File: src/design/page_table_walk_defines.svh
// Assertion macros for the page table walker, used by ptw_ctrl.
// Each macro expects clk and rst (synchronous, active high) in the using scope.
`ifndef PAGE_TABLE_WALK_DEFINES_SVH
`define PAGE_TABLE_WALK_DEFINES_SVH

// Property that must hold at every clock edge outside reset.
`define PTW_ASSERT(lbl, prop, msg) \
  lbl: assert property (@(posedge clk) disable iff (rst) (prop)) else $error(msg);

// Consequent that must hold in the cycle after the antecedent.
`define PTW_ASSERT_NEXT(lbl, ante, cons, msg) \
  lbl: assert property (@(posedge clk) disable iff (rst) (ante) |=> (cons)) \
    else $error(msg);

`endif

File: src/design/ptw_pkg.sv
// Shared constants, types and control encodings for the page table walker.
// No dependencies; imported by every module of the block except ptw_ram.
`timescale 1ns / 1ps

package ptw_pkg;

  // Store geometry
  localparam int TABLE_PAGES = 8;
  localparam int VPN_W       = 9;
  localparam int ENTRIES     = 1 << VPN_W;
  localparam int STORE_DEPTH = TABLE_PAGES * ENTRIES;
  localparam int ADDR_W      = $clog2(STORE_DEPTH);

  // Field widths
  localparam int PPN_W   = 44;
  localparam int VA_W    = 39;
  localparam int PA_W    = 56;
  localparam int ENTRY_W = 64;
  localparam int IDX_W   = 12;
  localparam int LEVEL_W = 2;
  localparam int CFG_W   = 44;
  localparam int CFG_IDX_W = 1;

  // Configuration register indexes
  localparam logic [CFG_IDX_W-1:0] REG_ROOT_PAGE   = 1'd0;
  localparam logic [CFG_IDX_W-1:0] REG_REGION_BASE = 1'd1;

  // Request types
  localparam logic REQ_TRANSLATE = 1'b0;
  localparam logic REQ_WRITE     = 1'b1;

  // Walk levels
  localparam logic [LEVEL_W-1:0] LEVEL_TOP = 2'd2;
  localparam logic [LEVEL_W-1:0] LEVEL_MID = 2'd1;
  localparam logic [LEVEL_W-1:0] LEVEL_BOT = 2'd0;

  typedef enum logic [2:0] {
    ST_CLEAR,
    ST_IDLE,
    ST_WALK,
    ST_WDONE,
    ST_FAULT
  } ptw_state_t;

  // Controller to datapath
  typedef struct packed {
    logic clr_en;
    logic wr_en;
    logic sel_root;
    logic rd_root;
    logic rd_next;
    logic load_leaf;
    logic load_fault;
    logic load_zero;
  } ptw_cmd_t;

  // Datapath to controller
  typedef struct packed {
    logic               clear_last;
    logic               page_ok;
    logic               entry_valid;
    logic               entry_leaf;
    logic [LEVEL_W-1:0] level;
  } ptw_sts_t;

endpackage

File: src/design/ptw_ctrl.sv
// Walker controller: clearing sweep, request intake, per-level walk decisions.
// Depends on ptw_pkg and page_table_walk_defines.svh.
`timescale 1ns / 1ps
`include "page_table_walk_defines.svh"

module ptw_ctrl
  import ptw_pkg::*;
(
  input  logic     clk,
  input  logic     rst,
  input  logic     in_valid,
  output logic     in_stall,
  input  logic     req_type,
  output logic     out_valid,
  input  logic     out_stall,
  input  ptw_sts_t sts,
  output ptw_cmd_t cmd
);

  ptw_state_t state;
  ptw_state_t state_next;
  logic       out_free;
  logic       load;

  assign out_free = !out_valid || !out_stall;
  assign in_stall = (state != ST_IDLE);
  assign load     = cmd.load_leaf | cmd.load_fault | cmd.load_zero;

  // State register
  always_ff @(posedge clk) begin
    if (rst) begin
      state <= ST_CLEAR;
    end else begin
      state <= state_next;
    end
  end

  // Output valid
  always_ff @(posedge clk) begin
    if (rst) begin
      out_valid <= 1'b0;
    end else if (load) begin
      out_valid <= 1'b1;
    end else if (!out_stall) begin
      out_valid <= 1'b0;
    end
  end

  // Next state and commands
  always_comb begin
    state_next   = state;
    cmd          = '0;
    cmd.sel_root = (state == ST_IDLE);
    case (state)
      ST_CLEAR: begin
        cmd.clr_en = 1'b1;
        if (sts.clear_last) begin
          state_next = ST_IDLE;
        end
      end
      ST_IDLE: begin
        if (in_valid) begin
          if (req_type == REQ_WRITE) begin
            cmd.wr_en  = 1'b1;
            state_next = ST_WDONE;
          end else begin
            cmd.rd_root = 1'b1;
            state_next  = sts.page_ok ? ST_WALK : ST_FAULT;
          end
        end
      end
      ST_WALK: begin
        // entry of the current level is on the store read port
        if (!sts.entry_valid) begin
          if (out_free) begin
            cmd.load_fault = 1'b1;
            state_next     = ST_IDLE;
          end
        end else if (sts.entry_leaf) begin
          if (out_free) begin
            cmd.load_leaf = 1'b1;
            state_next    = ST_IDLE;
          end
        end else if (sts.level == LEVEL_BOT || !sts.page_ok) begin
          if (out_free) begin
            cmd.load_fault = 1'b1;
            state_next     = ST_IDLE;
          end
        end else begin
          cmd.rd_next = 1'b1;
        end
      end
      ST_WDONE: begin
        if (out_free) begin
          cmd.load_zero = 1'b1;
          state_next    = ST_IDLE;
        end
      end
      ST_FAULT: begin
        if (out_free) begin
          cmd.load_fault = 1'b1;
          state_next     = ST_IDLE;
        end
      end
      default: begin
        state_next = ST_IDLE;
      end
    endcase
  end

  // Checks
  `PTW_ASSERT(a_one_result_kind, $onehot0({cmd.load_leaf, cmd.load_fault, cmd.load_zero}), "more than one result kind loaded")
  `PTW_ASSERT(a_no_descent_past_bottom, !cmd.rd_next || sts.level != LEVEL_BOT, "walk descended below the last level")
  `PTW_ASSERT(a_load_needs_room, !load || out_free, "result loaded over a held result")
  `PTW_ASSERT_NEXT(a_walk_holds_read, state == ST_WALK && !cmd.rd_next && !load, state == ST_WALK && $stable(sts.entry_valid) && $stable(sts.level), "walk lost its pending entry while waiting")

endmodule
File: config.mk
export PLATFORM = sky130hd
export DESIGN_NAME = ptw_ctrl
export DESIGN_NICKNAME = d
export VERILOG_FILES = /design/src/design/ptw_pkg.sv /design/src/design/ptw_ctrl.sv
export VERILOG_INCLUDE_DIRS = /design/src /design/src/design
export SDC_FILE = /design/constraint.sdc
export NUM_CORES = 1
export LEC_CHECK = 0
export ABC_CLOCK_PERIOD_IN_PS = 1200
export BUFFER_PORTS_ARGS = -buffer_cell sky130_fd_sc_hd__buf_2
export CAP_MARGIN = 20
export CORE_AREA = 3 3 40 42
export DETAILED_ROUTE_END_ITERATION = 10
export DIE_AREA = 0 0 43 45
export GPL_ROUTABILITY_DRIVEN = 0
export REMOVE_ABC_BUFFERS = 1
export SLEW_MARGIN = 20
export SYNTH_ARGS = -nofsm -noshare
export SYNTH_HDL_FRONTEND = slang
export SYNTH_SLANG_ARGS = --single-unit
File: constraint.sdc
create_clock -name clk -period 1.2 [get_ports clk]
set_input_delay 0.12 -clock clk [delete_from_list [all_inputs] [get_ports clk]]
set_output_delay 0.12 -clock clk [all_outputs]
set_load 0.005 [all_outputs]
## After elaboration in Yosys (flattened, before gate mapping)

Cells that the tools add are included.

- Reduce and logical (&&, ||, !) cells: 9
- Muxes and demuxes: 29
- Bitwise gates (word level): 2
- Equality and inequality tests: 9

Operator list:

| operator | number |
|---|---|
| 2-to-1 mux 3 bit | 8 |
| 2-to-1 mux 1 bit | 17 |
| one-hot mux 3 bit (4 select lines) | 1 |
| == test 3 x 2 -> 1 bit, second input constant | 2 |
| 2-to-1 mux 2 bit | 2 |
| inequality test 2 bit, second input constant | 2 |
| inequality test 4 bit, second input constant | 1 |
| == test 3 x 1 -> 1 bit, second input constant | 1 |
| == test 3 bit, second input constant | 1 |
| logical NOT 1 bit | 3 |
| logical NOT 3 bit | 1 |
| inequality test 3 x 1 -> 1 bit, second input constant | 1 |
| AND reduction 3 bit | 1 |
| logical NOT 2 bit | 1 |
| logical OR 1 bit | 2 |
| inequality test 2 x 1 -> 1 bit, second input constant | 1 |
| bitwise OR 1 bit | 2 |
| one-hot mux 1 bit (2 select lines) | 1 |
| OR reduction 2 bit | 1 |

- Input port bits: 11
- Output and inout bits: 10
- Logic and storage cells: 51
- Bits in registers: 4

## Depth between registers and ports, before layout

- Depth after elaboration: 10
- Gate-level depth with buffers: 4
- Mapped depth without buffers: 3

## Worst setup path after synthesis

No wires, ideal clock.

- Path type: reg-to-output
- Start: register state[2]
- End: output cmd[1] (netlist bit)
- Setup slack: 79 ps
- Arrival: 1001 ps
- Buffers on the path: 1
- Stages on the path, launching flop included: 5
- Required time: 1080 ps
- Cell sequence: dfxtp_1 -> buf_4 -> nor4b_2 -> a211oi_2 -> a21oi_1

RTL lines:

| element | RTL line | text |
|---|---|---|
| from (decl) | ptw_ctrl.sv:20 | `ptw_state_t state;` |
| from (signal assigned) | ptw_ctrl.sv:34 | `state <= state_next;` |
| to (decl) | ptw_ctrl.sv:17 | `output ptw_cmd_t cmd` |

==> results by group <==
Detailed routing
  • Routed vias/inst: roughly 5.4
  • Vias: 479
  • Total wire length: between 1000 and 1500 um
  • DRT antenna net count: 0
  • Initial DRC Count: 7
  • DRC: 0
  • DR WL/cell: roughly 16 um
  • TritonRoute pass-1 iters: 6

Synthesis
  • Post-synth cell types: 25
  • Synth Warn #: 0
  • Netlist area before placement: roughly 370 sq um
  • Sequential-to-total area share from yosys stat: 0.218
  • Synth Area per Inst: a little over 9 sq um
  • Register bit total from synthesis: 4
  • Area share of the largest cell type after synthesis: 0.218
  • Synth area leader: dfxtp_1
  • Syn Inst Count: 40
  • Synth area leaders: dfxtp_1 (22%), nor4b_2 (8.2%), buf_4 (6.1%)

Timing
  • Peak Freq: approximately 0.67 GHz
  • Final period util: 1.23
  • Rel. slew slack: 0.738
  • Fin. max-slew vios: 0
  • RSZ-0062 raised after global routing: true
  • Setup Viol. Count Final: 12
  • Worst slew pin tran: roughly 390 ps
  • Minimum clock period: ~1500 ps
  • Fin worst setup slack: -281 ps
  • Final Skew: around 2.3 ps
  • Final Hold Viols: 0

Power and ir drop
  • Logic pwr share: 0.332
  • Power Dens Cells: ~710 nW/um^2
  • Pwr Total: 0.484 mW
  • Internal power: about 0.34 mW
  • Clk network pwr share: 0.358
  • Worst VDD drop: approximately 410 uV
  • Sw Share: 0.305
  • Switching power total: 0.148 mW
  • Leakage: 0.285 nW
  • Seq pwr share: 0.311

Final layout
  • Fin util: 0.534
  • Finished Cell Area: between 600 and 700 sq um
  • P&R area growth vs syn: 87.0%
  • Final Non-Filler Cells: between 80 and 90
  • Diodes inserted: 0
  • Layout cell share with drive strength beyond 1: 0.712
  • Commonest non-fill, non-tap cell in the layout: buf_2
  • Nets: 86
  • Filler cells: between 100 and 150
  • Commonest cells after routing, fill and taps aside: buf_2 (20), buf_4 (7), buf_6 (6)

Critical path
  • Critical path endpoint category: output port
  • Setup crit start kind: register
  • Critical path data arrival time: ~1400 ps
  • Critical-path maximum fanout: 6
  • Critical Path RT: 1080 ps
  • Crit path kind: register to output port

Global routing
  • Largest net degree at the start of global routing: 8
  • Total gr overflow: 0
  • GRT Util Overall: 0.159
  • Initial antenna violation count: 0
  • Vias in the first global route: about 500
  • Global-route wire length before repair: approximately 2200 um

Placed design
  • Placed standard-cell area: around 520 sq um
  • DP HPWL: roughly 900 um
  • Pre-CTS setup slack: -159 ps
  • Dpl cells: 79
  • IO buf count: 20

Floorplan
  • Top Ports: 21
  • Site row count: 13
  • Chip height: 45 um
  • Full die area: slightly below 2000 sq um
  • Initial Util: 0.285
  • Die width: 43 um
  • Core ar.: about 1300 sq um

Clock network
  • Clock sink count: 4
  • TritonCTS clock tree: built
  • Clock transition at path regs: around 40 ps
  • H-tree depth: 1
  • Hold buffer count at cts: 0
  • Root Driver: clkbuf_4
  • Longest Clk Path Bufs: 2
  • Worst-skew pair later-pin latency: around 240 ps
  • CTS Buf Count: 3

Outcome
  • Outcome: finished, violations left
  • Failing checks: setup timing

Flow run
  • MaxCap Viol Count: 0

Worst hold path
  • Worst Hold Class: input port to register
-- worst max-delay path: stages (launching register included) --
cell      delay, ps
dfxtp_4         370
buf_6           130
nor4b_4         290
a211oi_2         80
a21oi_1         130
buf_2           120
-- stage by stage --
| stage | hold slack, ps | setup TNS [ps] |
|---|---|---|
| global placement | 380 | -278 |
| detailed placement | 386 | -460 |
| CTS | 145 | -1870 |
| floorplan | 189 | -66.3 |
| global route | 145 | -2760 |
| finish | 151 | -2010 |
-- cell families after synthesis --
| group | Yosys count | share of synthesized area |
|---|---|---|
| flops | 4 | 0.218 |
| compound gates | 10 | 0.263 |
| xor+xnor | 1 | 0.0239 |
| simple gates | 20 | 0.413 |
| buf+inv | 5 | 0.0819 |
-- power groups by stage --
stage	logic, mW	registers, mW	clock network [mW]
4_1_cts	0.150	0.149	0.183
3_5_place_dp	0.114	0.153	0
3_3_place_gp	0.112	0.152	0
6_report	0.161	0.151	0.173
2_1_floorplan	0.0452	0.155	0
5_1_grt	0.174	0.151	0.193
-- final timing paths --
path,slack [ps],endpoint,startpoint,depth (start not counted)
worst min register to register,620,state[2],out_valid,2
worst min-delay path,150,out_valid,rst,2
worst max register to register,-90,out_valid,state[2],5
worst max-delay path,-280,cmd[1],state[2],5
-- state kept, by name, indices dropped and copies added (netlist names) --
name,flops
out_valid,1
state,3
-- metal layers --
metal  global-route usage  share of wire
met5                    0              0
met4                0.145          0.054
met3               0.0279          0.067
met2                0.260           0.49
met1                0.176           0.39
-- cells in the mapped netlist --
master     instances
o21ai_4            1
nor2_1             4
inv_1              2
nor4bb_1           1
a32oi_1            1
a31oi_1            1
nand2_1            2
nor4b_2            2
or3_1              1
nor4_1             1
nand2b_1           1
nor3_1             2
xnor2_1            1
buf_4              3
nor3b_2            1
a21oi_1            2
and4b_1            1
o32a_1             1
and2_1             1
or3b_1             1
nand4bb_1          2
dfxtp_1            4
a211oi_2           1
o32ai_1            2
a2111oi_2          1
-- layout make-up --
type / count / area (sq um) / area share
repair buffers: 33 / 220 / 0.321
multi-input cells: 31 / 325 / 0.474
clock buffers: 3 / 22.5 / 0.0328
flip-flops and latches: 4 / 91.3 / 0.133
inverters: 2 / 7.51 / 0.0109
well taps: 15 / 18.8 / 0.0274
-- what timing repair did --
item,4_1_cts,5_1_grt
hold endpoints to repair,0,0
gates resized for setup,20,4
pin swaps,6,3
endpoints found under the setup margin,12,13
setup buffers,5,2
Note: power is estimated with default switching activity, not from simulation.
